<file path="src/hw/rtl/rprt_pkg.sv">
// ---------------------------------------------------------------------------
// rprt_pkg: shared types and constants of the receive page ring tracker
// Verdict codes, register indexes, ring limits and item structs.
// ---------------------------------------------------------------------------
package rprt_pkg;

  localparam int PAGE_INDEX_BITS_DEF = 8;
  localparam int RESET_PAGE          = 12;
  localparam int LAST_PAGE_RESET     = 255;
  localparam int HEADER_BYTES        = 4;
  localparam int PAGE_BYTES          = 256;
  localparam int PAGE_SHIFT          = 8;
  localparam int MIN_PAYLOAD         = 60;
  localparam int MAX_PAYLOAD         = 1514;
  localparam int CFG_INDEX_BITS      = 1;

  typedef enum logic [1:0] {
    VERDICT_GOOD    = 2'd0,
    VERDICT_OVERRUN = 2'd1,
    VERDICT_SYNC    = 2'd2,
    VERDICT_SIZE    = 2'd3
  } verdict_t;

  typedef enum logic [CFG_INDEX_BITS-1:0] {
    CFG_FIRST_PAGE = 1'b0,
    CFG_LAST_PAGE  = 1'b1
  } cfg_reg_t;

  typedef struct packed {
    logic [7:0] first_page;
    logic [7:0] last_page;
  } ring_cfg_t;

  typedef struct packed {
    logic [7:0]  header_link;
    logic [15:0] byte_count;
    logic [7:0]  current_page;
  } header_t;

  typedef struct packed {
    verdict_t    verdict;
    logic [7:0]  next_page;
    logic [15:0] payload_length;
    logic        more_pending;
  } result_t;

endpackage

</file>
<file path="src/hw/rtl/rprt_ring_cfg.sv">
// ---------------------------------------------------------------------------
// rprt_ring_cfg: ring limit registers
// Holds first and last page of the receive ring, written by index.
// ---------------------------------------------------------------------------
module rprt_ring_cfg (
  input  logic                                clk,
  input  logic                                rst,
  input  logic                                cfg_we,
  input  logic [rprt_pkg::CFG_INDEX_BITS-1:0] cfg_index,
  input  logic [7:0]                          cfg_data,
  output rprt_pkg::ring_cfg_t                 ring
);

  // Load the addressed limit on a write
  always_ff @(posedge clk) begin
    if (rst) begin
      ring.first_page <= 8'(rprt_pkg::RESET_PAGE);
      ring.last_page  <= 8'(rprt_pkg::LAST_PAGE_RESET);
    end else if (cfg_we) begin
      unique case (rprt_pkg::cfg_reg_t'(cfg_index))
        rprt_pkg::CFG_FIRST_PAGE: ring.first_page <= cfg_data;
        rprt_pkg::CFG_LAST_PAGE:  ring.last_page  <= cfg_data;
      endcase
    end
  end

endmodule

</file>
<file path="src/hw/rtl/rprt_page_check.sv">
// ---------------------------------------------------------------------------
// rprt_page_check: header check against the expected page
// Computes verdict and next page for one header, keeps the expected page.
// ---------------------------------------------------------------------------
module rprt_page_check #(
  parameter int PAGE_INDEX_BITS = rprt_pkg::PAGE_INDEX_BITS_DEF
) (
  input  logic                clk,
  input  logic                rst,
  input  logic                advance,
  input  rprt_pkg::ring_cfg_t ring,
  input  rprt_pkg::header_t   hdr,
  output rprt_pkg::result_t   res
);

  localparam int SUM_W = ((PAGE_INDEX_BITS > 9) ? PAGE_INDEX_BITS : 9) + 1;
  localparam int CMP_W = (PAGE_INDEX_BITS > 8) ? PAGE_INDEX_BITS : 8;
  localparam logic [16:0] ROUND_ADD =
    17'(rprt_pkg::HEADER_BYTES + rprt_pkg::PAGE_BYTES - 1);
  localparam logic [15:0] MIN_COUNT =
    16'(rprt_pkg::MIN_PAYLOAD + rprt_pkg::HEADER_BYTES);
  localparam logic [15:0] MAX_COUNT =
    16'(rprt_pkg::MAX_PAYLOAD + rprt_pkg::HEADER_BYTES);

  logic [PAGE_INDEX_BITS-1:0] expected_page;
  logic [PAGE_INDEX_BITS-1:0] expected_page_next;
  logic [16:0]                rounded;
  logic [8:0]                 pages;
  logic [8:0]                 ring_size;
  logic [SUM_W-1:0]           sum_raw;
  logic [SUM_W-1:0]           sum_wrap;
  logic                       in_range;
  logic                       size_ok;

  // Pages taken by the packet, rounded up, and the single wrap
  always_comb begin
    rounded   = {1'b0, hdr.byte_count} + ROUND_ADD;
    pages     = rounded[16:rprt_pkg::PAGE_SHIFT];
    ring_size = {1'b0, ring.last_page} - {1'b0, ring.first_page} + 9'd1;
    sum_raw   = SUM_W'(expected_page) + SUM_W'(pages);
    sum_wrap  = (sum_raw > SUM_W'(ring.last_page)) ? sum_raw - SUM_W'(ring_size)
                                                    : sum_raw;
    in_range  = (hdr.header_link >= ring.first_page) &&
                (hdr.header_link <= ring.last_page);
    size_ok   = (hdr.byte_count >= MIN_COUNT) && (hdr.byte_count <= MAX_COUNT);
  end

  // Pick the verdict and the new expected page
  always_comb begin
    res.more_pending = 1'b0;
    priority if (!in_range) begin
      res.verdict        = rprt_pkg::VERDICT_OVERRUN;
      expected_page_next = PAGE_INDEX_BITS'(ring.first_page);
    end else if (sum_wrap != SUM_W'(hdr.header_link)) begin
      res.verdict        = rprt_pkg::VERDICT_SYNC;
      expected_page_next = PAGE_INDEX_BITS'(hdr.header_link);
    end else begin
      res.verdict        = size_ok ? rprt_pkg::VERDICT_GOOD : rprt_pkg::VERDICT_SIZE;
      expected_page_next = sum_wrap[PAGE_INDEX_BITS-1:0];
      res.more_pending   = CMP_W'(expected_page_next) != CMP_W'(hdr.current_page);
    end
    res.next_page      = 8'(expected_page_next);
    res.payload_length = (hdr.byte_count >= 16'(rprt_pkg::HEADER_BYTES)) ?
                         hdr.byte_count - 16'(rprt_pkg::HEADER_BYTES) : 16'd0;
  end

  // Commit the expected page when the item moves on
  always_ff @(posedge clk) begin
    if (rst) begin
      expected_page <= PAGE_INDEX_BITS'(rprt_pkg::RESET_PAGE);
    end else if (advance) begin
      expected_page <= expected_page_next;
    end
  end

endmodule

</file>
<file path="src/hw/rtl/rx_page_ring_tracker.sv">
// ---------------------------------------------------------------------------
// rx_page_ring_tracker: receive page ring follower
//
//   channel  direction  handshake            payload
//   hdr      in         hdr_valid/hdr_stall  header_link, byte_count, current_page
//   res      out        res_valid/res_stall  verdict, next_page, payload_length,
//                                            more_pending
//   cfg      in         cfg_we               cfg_index, cfg_data
//
// One item per cycle while res is not stalled. An accepted header goes through
// the header register, then the result register; the check sits between them
// and updates the expected page as the item moves into the result register.
// Reset (rst, synchronous) empties both registers and loads the ring limits
// and expected page with their defaults. A stall on res holds the result and
// back-pressures hdr only once the header register is also occupied.
// ---------------------------------------------------------------------------
module rx_page_ring_tracker #(
  parameter int PAGE_INDEX_BITS = rprt_pkg::PAGE_INDEX_BITS_DEF
) (
  input  logic                                clk,
  input  logic                                rst,
  input  logic                                hdr_valid,
  output logic                                hdr_stall,
  input  logic [7:0]                          header_link,
  input  logic [15:0]                         byte_count,
  input  logic [7:0]                          current_page,
  output logic                                res_valid,
  input  logic                                res_stall,
  output logic [1:0]                          verdict,
  output logic [7:0]                          next_page,
  output logic [15:0]                         payload_length,
  output logic                                more_pending,
  input  logic                                cfg_we,
  input  logic [rprt_pkg::CFG_INDEX_BITS-1:0] cfg_index,
  input  logic [7:0]                          cfg_data
);

  rprt_pkg::ring_cfg_t ring;
  rprt_pkg::header_t   hdr_reg;
  rprt_pkg::result_t   check_res;
  rprt_pkg::result_t   res_reg;
  logic                hdr_full;
  logic                res_free;
  logic                advance;
  logic                hdr_accept;

  rprt_ring_cfg u_cfg (
    .clk       (clk),
    .rst       (rst),
    .cfg_we    (cfg_we),
    .cfg_index (cfg_index),
    .cfg_data  (cfg_data),
    .ring      (ring)
  );

  rprt_page_check #(
    .PAGE_INDEX_BITS (PAGE_INDEX_BITS)
  ) u_check (
    .clk     (clk),
    .rst     (rst),
    .advance (advance),
    .ring    (ring),
    .hdr     (hdr_reg),
    .res     (check_res)
  );

  // Flow control between the two registers
  assign res_free   = !res_valid || !res_stall;
  assign advance    = hdr_full && res_free;
  assign hdr_stall  = hdr_full && !res_free;
  assign hdr_accept = hdr_valid && !hdr_stall;

  // Header register
  always_ff @(posedge clk) begin
    if (rst) begin
      hdr_full <= 1'b0;
    end else if (hdr_accept) begin
      hdr_full <= 1'b1;
    end else if (advance) begin
      hdr_full <= 1'b0;
    end
  end

  always_ff @(posedge clk) begin
    if (hdr_accept) begin
      hdr_reg.header_link  <= header_link;
      hdr_reg.byte_count   <= byte_count;
      hdr_reg.current_page <= current_page;
    end
  end

  // Result register: load on advance, drop once taken
  always_ff @(posedge clk) begin
    if (rst) begin
      res_valid <= 1'b0;
    end else if (advance) begin
      res_valid <= 1'b1;
    end else if (!res_stall) begin
      res_valid <= 1'b0;
    end
  end

  always_ff @(posedge clk) begin
    if (advance) begin
      res_reg <= check_res;
    end
  end

  assign verdict        = res_reg.verdict;
  assign next_page      = res_reg.next_page;
  assign payload_length = res_reg.payload_length;
  assign more_pending   = res_reg.more_pending;

endmodule

</file>
<file path="config.mk">
export PLATFORM = sky130hd
export DESIGN_NAME = rx_page_ring_tracker
export DESIGN_NICKNAME = d
export VERILOG_FILES = /design/src/hw/rtl/rprt_pkg.sv /design/src/hw/rtl/rprt_ring_cfg.sv /design/src/hw/rtl/rprt_page_check.sv /design/src/hw/rtl/rx_page_ring_tracker.sv
export SDC_FILE = /design/constraint.sdc
export NUM_CORES = 1
export LEC_CHECK = 0
export BUFFER_PORTS_ARGS = -buffer_cell sky130_fd_sc_hd__buf_2
export CAP_MARGIN = 30
export CORE_MARGIN = 2
export CORE_UTILIZATION = 30
export CTS_BUF_LIST = sky130_fd_sc_hd__clkbuf_2 sky130_fd_sc_hd__clkbuf_4 sky130_fd_sc_hd__clkbuf_8
export CTS_CLUSTER_DIAMETER = 200
export DETAILED_ROUTE_END_ITERATION = 8
export HOLD_SLACK_MARGIN = 0.03
export PLACE_DENSITY = 0.59
export SYNTH_ARGS = -nofsm -noshare
export SYNTH_HDL_FRONTEND = slang
export SYNTH_SLANG_ARGS = --single-unit
</file>
<file path="constraint.sdc">
create_clock -name clk -period 5.75 [get_ports clk]
set_input_delay 0.575 -clock clk [delete_from_list [all_inputs] [get_ports clk]]
set_output_delay 0.575 -clock clk [all_outputs]
set_load 0.1 [all_outputs]
</file>
==> results.cfg, run 1 <==
[placement]
gp_congestion = 0.8616
dp_hpwl_mm = 11.87
io_buffers = 74
placed_cell_area_um2 = 6568

[timing]
finalCriticalPeriod_ns = 5.457
worstMarginPinSlew_ns = 0.9224
final-hold-violation-count = 0
timing.hold.ws_ns = 0.3703
fmax_mhz = 183.2
post-route-period-util_pct = 94.91
slew_violations = 0
slew_headroom_pct = 38.38
setup_viol = 0
skew_ns = 0.008517
grt_setup_unrepaired = false
fin_tns_setup_ns = 0

[power_and_ir_drop]
p_switching_uw = 833.4
p_leak_uw = 0.002885
power_frac_comb_pct = 46.8
peakVddDrop_v = 0.0001660
switching_share_pct = 39.76
cellInternalPower_uw = 1263
pwr-share-seq_pct = 34.9
power.share.clock_pct = 18.3
p_per_area_nw_per_um2 = 306.8

[worst_hold_path]
hold_end = hdr_reg[25]
hold_path.class = input pin to flip-flop
hold_depth = 1
hp-start = header_link[1]

[synth]
yosys-top-cells-area = edfxtp_1 (30%), ha_1 (12%), dfxtp_1 (8.9%), xnor2_1 (3.9%), nor2_1 (3.5%)
postSynthRegisterBits = 85
async_flop_share_pct = 0
synth_top_cells_by_count = edfxtp_1 (59), ha_1 (58), nor2_1 (54)
synth_seq_area_share_pct = 39.17
synth_cell_type_count = 83
syn_inst = 595
postSynthAreaPerCell_um2 = 9.835
syn_area_um2 = 5852
yosys.area.top_type_share_pct = 30.28
synth_edf_count = 59
synth.most_common_cell = edfxtp_1
synth.net_count = 702
ys_warn_count = 0
yosysTopAreaCell = edfxtp_1
synth_ff_type = edfxtp_1

[clock_tree]
cts_root_buf = clkbuf_8
numClockSinks = 85
clockBufferDepth = 2
cts_tree = built
hold_buffers = 0
cts_max_level = 3
cts.clk_slew.worst_paths_ns = 0.08
cts_buffers = 9
clk_latency_ns = 0.37

[worst_setup_path]
worstPathRequired_ns = 5.98
r2r_start = hdr_reg[8]
critPathMaxFanout = 7
end_kind = flip-flop
r2r_cells = 22
crit_arrival_ns = 5.68
worstSetupPathType = flip-flop to flip-flop
slowest_stage = or4_1
cp-start-kind = flip-flop
r2r_slack_ns = 0.29
r2r_end = verdict[0]
max_stage_delay_ns = 0.49
crit_path_cell_trace = or2_2, and3_1, nand2_1, xor2_1, ha_1, fa_1, a211o_4, a31oi_2, nor2b_1, nor2_1, xnor2_2, ha_1, nand2_1, nor2_2, buf_4, o211ai_1, and3_1, a32o_1, o21ai_0, or4b_1, or4_1, o21ai_1

[die]
fp.dieW_um = 143.7
die_y_um = 143.7
row_count = 51
core-area_um2 = 19270
initial_utilization_pct = 30.37
io_pins = 75
dieArea_um2 = 20640

[finish]
antenna_cells = 0
final_nets = 783
drive_gt1_share_pct = 21.29
area_growth_pct = 16.76
fillers = 2022
final_util_pct = 35.46
fin_area_um2 = 6833
largest_reg_flops = 32

[global_route]
grt.overflow.total = 0
grt_max_degree = 33
antenna_found_initial = 0
grt_pass1_wl_mm = 23.24
grt_pass1_vias = 4372
grt_usage_pct = 14.70

[routing]
drc = 0
wl_per_cell_um = 15.84
drtIter0Drc = 249
first_pass_iters = 4
vias = 4700
drt_wl_total_mm = 14.98
ant_nets = 0
vias_per_cell = 4.968

[job]
drv_cap = 0

[status]
outcome = finished, final reports clean
## area by class of cell
cell class,count,area [µm²],area share [%]
multi-input cells,457,3440,50.34
flip-flops and latches,85,2292,33.55
repair buffers,85,452.9,6.629
well taps,265,331.6,4.853
clock buffers,12,150.1,2.197
inverters,38,142.6,2.088
clock inverters,4,23.77,0.3479
## power by group through the flow
stage / sequential (µW) / combinational, µW / clock, µW
CTS: 731 / 950 / 392
finish: 732 / 980 / 383
global placement: 745 / 939 / 0
detailed placement: 745 / 942 / 0
global route: 737 / 1080 / 417
floorplan: 809 / 647 / 0
## layer usage
layer	wire [µm]	up-vias	GRT usage, %
li1	-	2358	-
met1	7543	2176	21.30
met2	6313	142	21.70
met3	869	24	3.565
met4	259	0	4.128
met5	0	-	0
## how the worst max path moves through the flow
stage | end | cells past startpoint | startpoint
4_1_cts | verdict[1] | 21 | hdr_reg[8]
6_report | verdict[0] | 22 | hdr_reg[8]
5_1_grt | verdict[0] | 22 | hdr_reg[8]
2_1_floorplan | verdict[0] | 20 | hdr_reg[8]
3_3_place_gp | verdict[1] | 21 | hdr_reg[8]
3_5_place_dp | verdict[1] | 21 | hdr_reg[8]
## through the flow
stage | setup WS (ns) | std cells | total power, µW
finish | 0.2926 | 946 | 2096
global route | 0.02568 | 946 | 2236
CTS | 0.09323 | 945 | 2073
detailed placement | 0.05131 | 929 | 1687
global placement | 0.2368 | 929 | 1684
floorplan | 0.5972 | 595 | 1456
## kinds of logic after synthesis
logic type	Yosys count	share of synthesized area, %
buffers and inverters	53	3.613
muxes	3	0.5132
and+or+nand+nor	203	17.43
adders and majority gates	61	13.43
xor gates and xnor gates	40	6.222
DFF	85	39.17
AOI/OAI and AO/OA	150	19.63
## what timing repair did
item                       CTS  global route
setup endpoints to repair    1             3
setup buffers                0             1
gates resized for setup      1            13
pin swaps                    0             2
## critical path, delay by kind of cell, from the launching register on
family / cells / cell delay, ns
simple gates: 10 / 2.24
compound gates: 6 / 1.29
fa+ha+maj: 3 / 0.96
flops: 1 / 0.43
xor+xnor: 2 / 0.21
buf+inv: 1 / 0.18
## cell usage in the layout, fill, tap and decap left out, types with 4 or more instances in the layout
cell type,n
a21oi_1,24
xor2_1,13
or2_2,6
and2_1,4
clkbuf_8,10
xnor2_1,23
o211ai_1,6
nor2_1,53
nor3_1,17
dfxtp_1,26
a211o_1,13
inv_1,38
and3_1,16
edfxtp_1,59
nand3_1,23
buf_2,74
ha_1,58
a311oi_1,6
a211oi_1,5
nor2b_1,9
o21ai_0,19
nand2b_1,6
a21o_1,14
nand2_1,42
buf_4,11
Note: power is estimated with default switching activity, not from simulation.
==> run 2: changes to the inputs <==
--- a/config.mk
+++ b/config.mk
@@ -16,2 +16,3 @@
 export PLACE_DENSITY = 0.59
+export REMOVE_ABC_BUFFERS = 1
 export SYNTH_ARGS = -nofsm -noshare
==> constraint.sdc (replaced) <==
create_clock -name clk -period 5.75 [get_ports clk]
set_input_delay 1.15 -clock clk [delete_from_list [all_inputs] [get_ports clk]]
set_output_delay 1.15 -clock clk [all_outputs]
set_load 0.1 [all_outputs]
==> results.cfg, run 2 (same netlist as run 1, synthesis figures left out) <==
[finish]
final_common_cell = buf_2
area_growth_pct = 17.38
fillers = 2015
layout_common_cells = buf_2 (74), edfxtp_1 (59), ha_1 (58)
seq_area_um2 = 2292
antenna_cells = 0
final_cells = 944
largest_reg_flops = 32
multi_input_area_um2 = 3456
final_nets = 781
drive_gt1_share_pct = 21.65

[routing]
vias = 4700
drt_wl_total_mm = 15.35
drtIter0Drc = 361
first_pass_iters = 4
ant_nets = 0
vias_per_cell = 4.979
drc = 0
wl_per_cell_um = 16.26

[power_and_ir_drop]
switching_share_pct = 40.28
pwr-share-seq_pct = 33.6
p_leak_uw = 0.002899
power.share.clock_pct = 20.7
peakVddDrop_v = 0.0001788
power_frac_comb_pct = 45.7
p_switching_uw = 877.8
p_per_area_nw_per_um2 = 317.3
cellInternalPower_uw = 1301

[worst_hold_path]
hold_path.class = flip-flop to flip-flop

[worst_setup_path]
worstSetupPathType = flip-flop to flip-flop
slowest_stage = or4_1
max_stage_delay_ns = 0.53
worstPathRequired_ns = 5.98
critPathMaxFanout = 8
cp-start-kind = flip-flop
crit_path_cell_trace = or2_2, and3_1, a31oi_2, xnor2_2, fa_1, xnor2_1, inv_1, ha_1, and3_1, o2111ai_1, nand2_2, a21o_2, o211ai_4, a22oi_1, or2_1, a2111o_1, or4_1, o21ai_1
cpMostUsedCell = and3_1
crit_arrival_ns = 5.61
end_kind = flip-flop

[die]
core-area_um2 = 19270
io_pins = 75
fp.dieW_um = 143.7
die_y_um = 143.7
initial_utilization_pct = 30.37
dieArea_um2 = 20640
row_count = 51

[placement]
dp_hpwl_mm = 12.07
gp_congestion = 0.9425
io_buffers = 74
dp.cells = 926

[clock_tree]
cts.clk_slew.worst_paths_ns = 0.10
cts_buffers = 9
clk_latency_ns = 0.38
cts_root_buf = clkbuf_8
numClockSinks = 85
cts_max_level = 3
clockBufferDepth = 2
cts_tree = built

[global_route]
grt_max_degree = 42
grt-busiest-layer = met2
grt_pass1_vias = 4462
met2_usage_pct = 22.18
use_met1_pct = 22.05
grt_pass1_wl_mm = 23.76
grt_use_met3_pct = 2.666
antenna_found_initial = 0
grt.overflow.total = 0
grt_usage_pct = 15.07

[timing]
finalCriticalPeriod_ns = 5.386
grt_setup_unrepaired = false
fin_tns_setup_ns = 0
worstMarginPinSlew_ns = 0.9420
setup_viol = 0
fmax_mhz = 185.7
final-hold-violation-count = 0
slew_headroom_pct = 37.07
skew_ns = 0.02055
slew_violations = 0
post-route-period-util_pct = 93.67

[job]
drv_cap = 0

[status]
outcome = finished, final reports clean
-- run 2: cell count changes in the layout (fill, tap and decap cells not counted), sizes merged --
cell / previous run / this run
inv: 38 / 44
clkinv: 4 / 0
clkbuf: 12 / 9
buf: 85 / 83
bufinv: 0 / 1
-- run 2: repair_timing --
action                     in CTS  in global routing
setup buffers                   0                  2
setup endpoints to repair       0                  3
gates resized for setup         0                 18
hold buffers                    0                  0
-- run 2: final cells by class --
cell class                      instances  share of cell area, %
Inverter                               38                  2.077
Multi-Input combinational cell        457                  50.31
Tap cell                              265                  4.827
Clock inverter                          7                  1.239
Clock buffer                            9                  1.803
Sequential cell                        85                  33.37
Timing Repair Buffer                   83                  6.375
-- run 2: final timing paths --
kind              depth (start not counted)  slack (ns)           from             to
hold reg to reg                           1        0.47  u_cfg.ring[1]  u_cfg.ring[1]
hold / removal                            1        0.47  u_cfg.ring[1]  u_cfg.ring[1]
setup / recovery                         18        0.36     hdr_reg[8]     verdict[0]
setup reg to reg                         18        0.36     hdr_reg[8]     verdict[0]
-- run 2: per-layer routing --
| layer | wire (µm) | vias up |
|---|---|---|
| met5 | 0 | - |
| met3 | 848 | 16 |
| met4 | 225 | 0 |
| met1 | 7689 | 2216 |
| li1 | - | 2361 |
| met2 | 6588 | 107 |
-- run 2: power by group through the flow --
stage | combinational [µW] | clock, µW | sequential (µW)
after detailed placement | 941 | 0 | 746
after floorplan | 636 | 0 | 812
after global placement | 936 | 0 | 747
after global routing | 1100 | 489 | 738
final | 996 | 451 | 733
after CTS | 946 | 464 | 733
-- run 2: worst max-delay path, delay by kind of cell (launching register included) --
family / cells / cell delay (ns)
compound gates: 7 / 1.62
xor+xnor: 2 / 0.61
fa+ha+maj: 2 / 0.78
buf+inv: 1 / 0.16
flops: 1 / 0.43
simple gates: 6 / 1.64
-- run 2: metrics by stage --
step / hold slack [ns] / setup slack (ns) / util [%] / total power, µW / cell area (µm²)
final: 0.4738 / 0.3639 / 35.64 / 2179 / 6869
after global routing: 0.5224 / 0.01321 / 35.64 / 2327 / 6869
after CTS: 0.4769 / 0.1871 / 35.05 / 2143 / 6754
after detailed placement: 0.4516 / 0.2295 / 33.96 / 1687 / 6545
after global placement: 0.4582 / 0.3277 / 33.96 / 1683 / 6545
after floorplan: 0.4354 / 0.5999 / - / 1448 / 5783
==> run 3: changes to the inputs <==
Settings changed: CORE_UTILIZATION 30 to 40, PLACE_DENSITY 0.59 to 0.71.
==> results.cfg, run 3 (same netlist as run 1, synthesis figures left out) <==
[status]
outcome = finished, final reports clean

[routing]
drt_wl_total_mm = 15.89
first_pass_iters = 5
drc = 0
vias_per_cell = 5.727
wl_per_cell_um = 18.35
vias = 4960
drtIter0Drc = 289
ant_nets = 0

[job]
drv_cap = 0

[clock_tree]
cts.clk_slew.worst_paths_ns = 0.09
numClockSinks = 85
cts_tree = built
clockBufferDepth = 2
clk_latency_ns = 0.38
cts_buffers = 9
cts_root_buf = clkbuf_8
hold_buffers = 0
cts_max_level = 3

[finish]
seq_area_um2 = 2292
final_nets = 784
antenna_cells = 0
multi_input_area_um2 = 3460
fillers = 1364
final_cells = 866
final_common_cell = buf_2
layout_common_cells = buf_2 (74), edfxtp_1 (59), ha_1 (58)
drive_gt1_share_pct = 21.99
area_growth_pct = 16.16
largest_reg_flops = 32

[worst_hold_path]
hp-start = u_cfg.ring[15]
hold_path.class = flip-flop to flip-flop
hold_depth = 2
hold_end = u_cfg.ring[15]

[worst_setup_path]
r2r_slack_ns = 0.24
cp-start-kind = flip-flop
max_stage_delay_ns = 0.54
slowest_stage = or4_1
r2r_end = verdict[0]
critPathMaxFanout = 6
r2r_cells = 20
worstPathRequired_ns = 5.98
end_kind = flip-flop
crit_arrival_ns = 5.74
path_buf_inv = 1
worstSetupPathType = flip-flop to flip-flop
crit_path_cell_trace = or2_2, and3_1, a31oi_4, xnor2_2, ha_1, a21o_1, a21oi_1, xor2_2, inv_1, ha_1, a21oi_1, or3_1, o41ai_2, o21a_2, o211ai_4, a22oi_1, or2_1, a2111o_1, or4_1, o21ai_1
critPathTopFamily = compound AO/OA/AOI/OAI gates
r2r_start = hdr_reg[8]

[placement]
dp_hpwl_mm = 12.26
gp_congestion = 0.9491
dp.cells = 845
io_buffers = 74

[power_and_ir_drop]
switching_share_pct = 40.30
total_power_uw = 2165
pwr-share-seq_pct = 33.8
power.share.clock_pct = 20.0
p_switching_uw = 872.4
p_leak_uw = 0.002891
power_frac_comb_pct = 46.2
cellInternalPower_uw = 1292
p_per_area_nw_per_um2 = 318.4
peakVddDrop_v = 0.0001902

[timing]
post-route-period-util_pct = 95.82
timing.hold.ws_ns = 0.4876
fmax_mhz = 181.5
slew_violations = 0
skew_ns = 0.01185
setup_viol = 0
worstMarginPinSlew_ns = 0.6640
final-hold-violation-count = 0
slew_headroom_pct = 55.16
finalCriticalPeriod_ns = 5.510

[global_route]
grt_use_met3_pct = 4.065
use_met1_pct = 27.09
met2_usage_pct = 32.69
antenna_found_initial = 0
grt.overflow.total = 0
grt-busiest-layer = met2
grt_max_degree = 42
grt_pass1_vias = 4684
grt_usage_pct = 20.01
grt_pass1_wl_mm = 24.63

[die]
io_pins = 75
core-area_um2 = 14420
die_y_um = 125.0
dieArea_um2 = 15610
fp.dieW_um = 125.0
row_count = 44
initial_utilization_pct = 40.57
run 3: cell count changes in the layout (fill, tap and decap cells not counted), moves of 2 or more:
cell	delta
a41oi_2	+2
inv_8	-2
buf_4	+2
a41oi_1	-2
a31oi_4	+2
run 3: cell type report:
type	count	share of cell area, %
Clock buffer	10	1.933
Clock inverter	6	1.012
Inverter	38	2.098
Multi-Input combinational cell	457	50.89
Sequential cell	85	33.72
Tap cell	184	3.387
Timing Repair Buffer	86	6.957
run 3: routing by layer:
layer  routed length, µm  part of all wire [%]  vias to the layer above
li1                    -                     -                     2370
met1                7082                    45                     2382
met2                7576                    48                      192
met3                1012                   6.4                       16
met4                 219                   1.4                        0
met5                   0                     0                        -
run 3: how the worst max path moves through the flow:
stage,from,endpoint,slack [ns],cells after the start
finish,hdr_reg[8],verdict[0],0.24,20
global route,hdr_reg[11],verdict[0],-0.03,22
CTS,hdr_reg[8],verdict[0],0.04,22
detailed placement,hdr_reg[8],verdict[0],0.08,22
global placement,hdr_reg[8],verdict[0],0.23,22
floorplan,hdr_reg[8],verdict[0],0.60,20
run 3: timing repair:
| action | in CTS | in global routing |
|---|---|---|
| setup endpoints to repair | 0 | 3 |
| resized for setup | 0 | 18 |
| setup buffers | 0 | 4 |
run 3: stage by stage:
stage | instance area [µm²] | TNS (ns) | setup slack [ns] | util [%]
final | 6798 | 0 | 0.2404 | 47.13
after global routing | 6798 | -0.02729 | -0.02729 | 47.13
after CTS | 6644 | 0 | 0.04318 | 46.06
after detailed placement | 6444 | 0 | 0.08314 | 44.67
after global placement | 6444 | 0 | 0.2340 | 44.67
after floorplan | 5783 | 0 | 0.5999 | -
run 3: power groups by stage:
stage	Combinational, µW	Sequential [µW]	Clock (µW)
final	1000	733	432
after global routing	1080	736	463
after CTS	956	731	445
after detailed placement	947	744	0
after global placement	937	743	0
after floorplan	636	812	0
run 3: worst register-to-register path: stages (launching register included):
cell and delay (ns):
edfxtp_1 0.42, or2_2 0.35, and3_1 0.23, a31oi_4 0.23, xnor2_2 0.16, ha_1 0.29, a21o_1 0.19, a21oi_1 0.23
xor2_2 0.24, inv_1 0.12, ha_1 0.33, a21oi_1 0.23, or3_1 0.16, o41ai_2 0.09, o21a_2 0.25, o211ai_4 0.29
a22oi_1 0.15, or2_1 0.26, a2111o_1 0.45, or4_1 0.54, o21ai_1 0.14
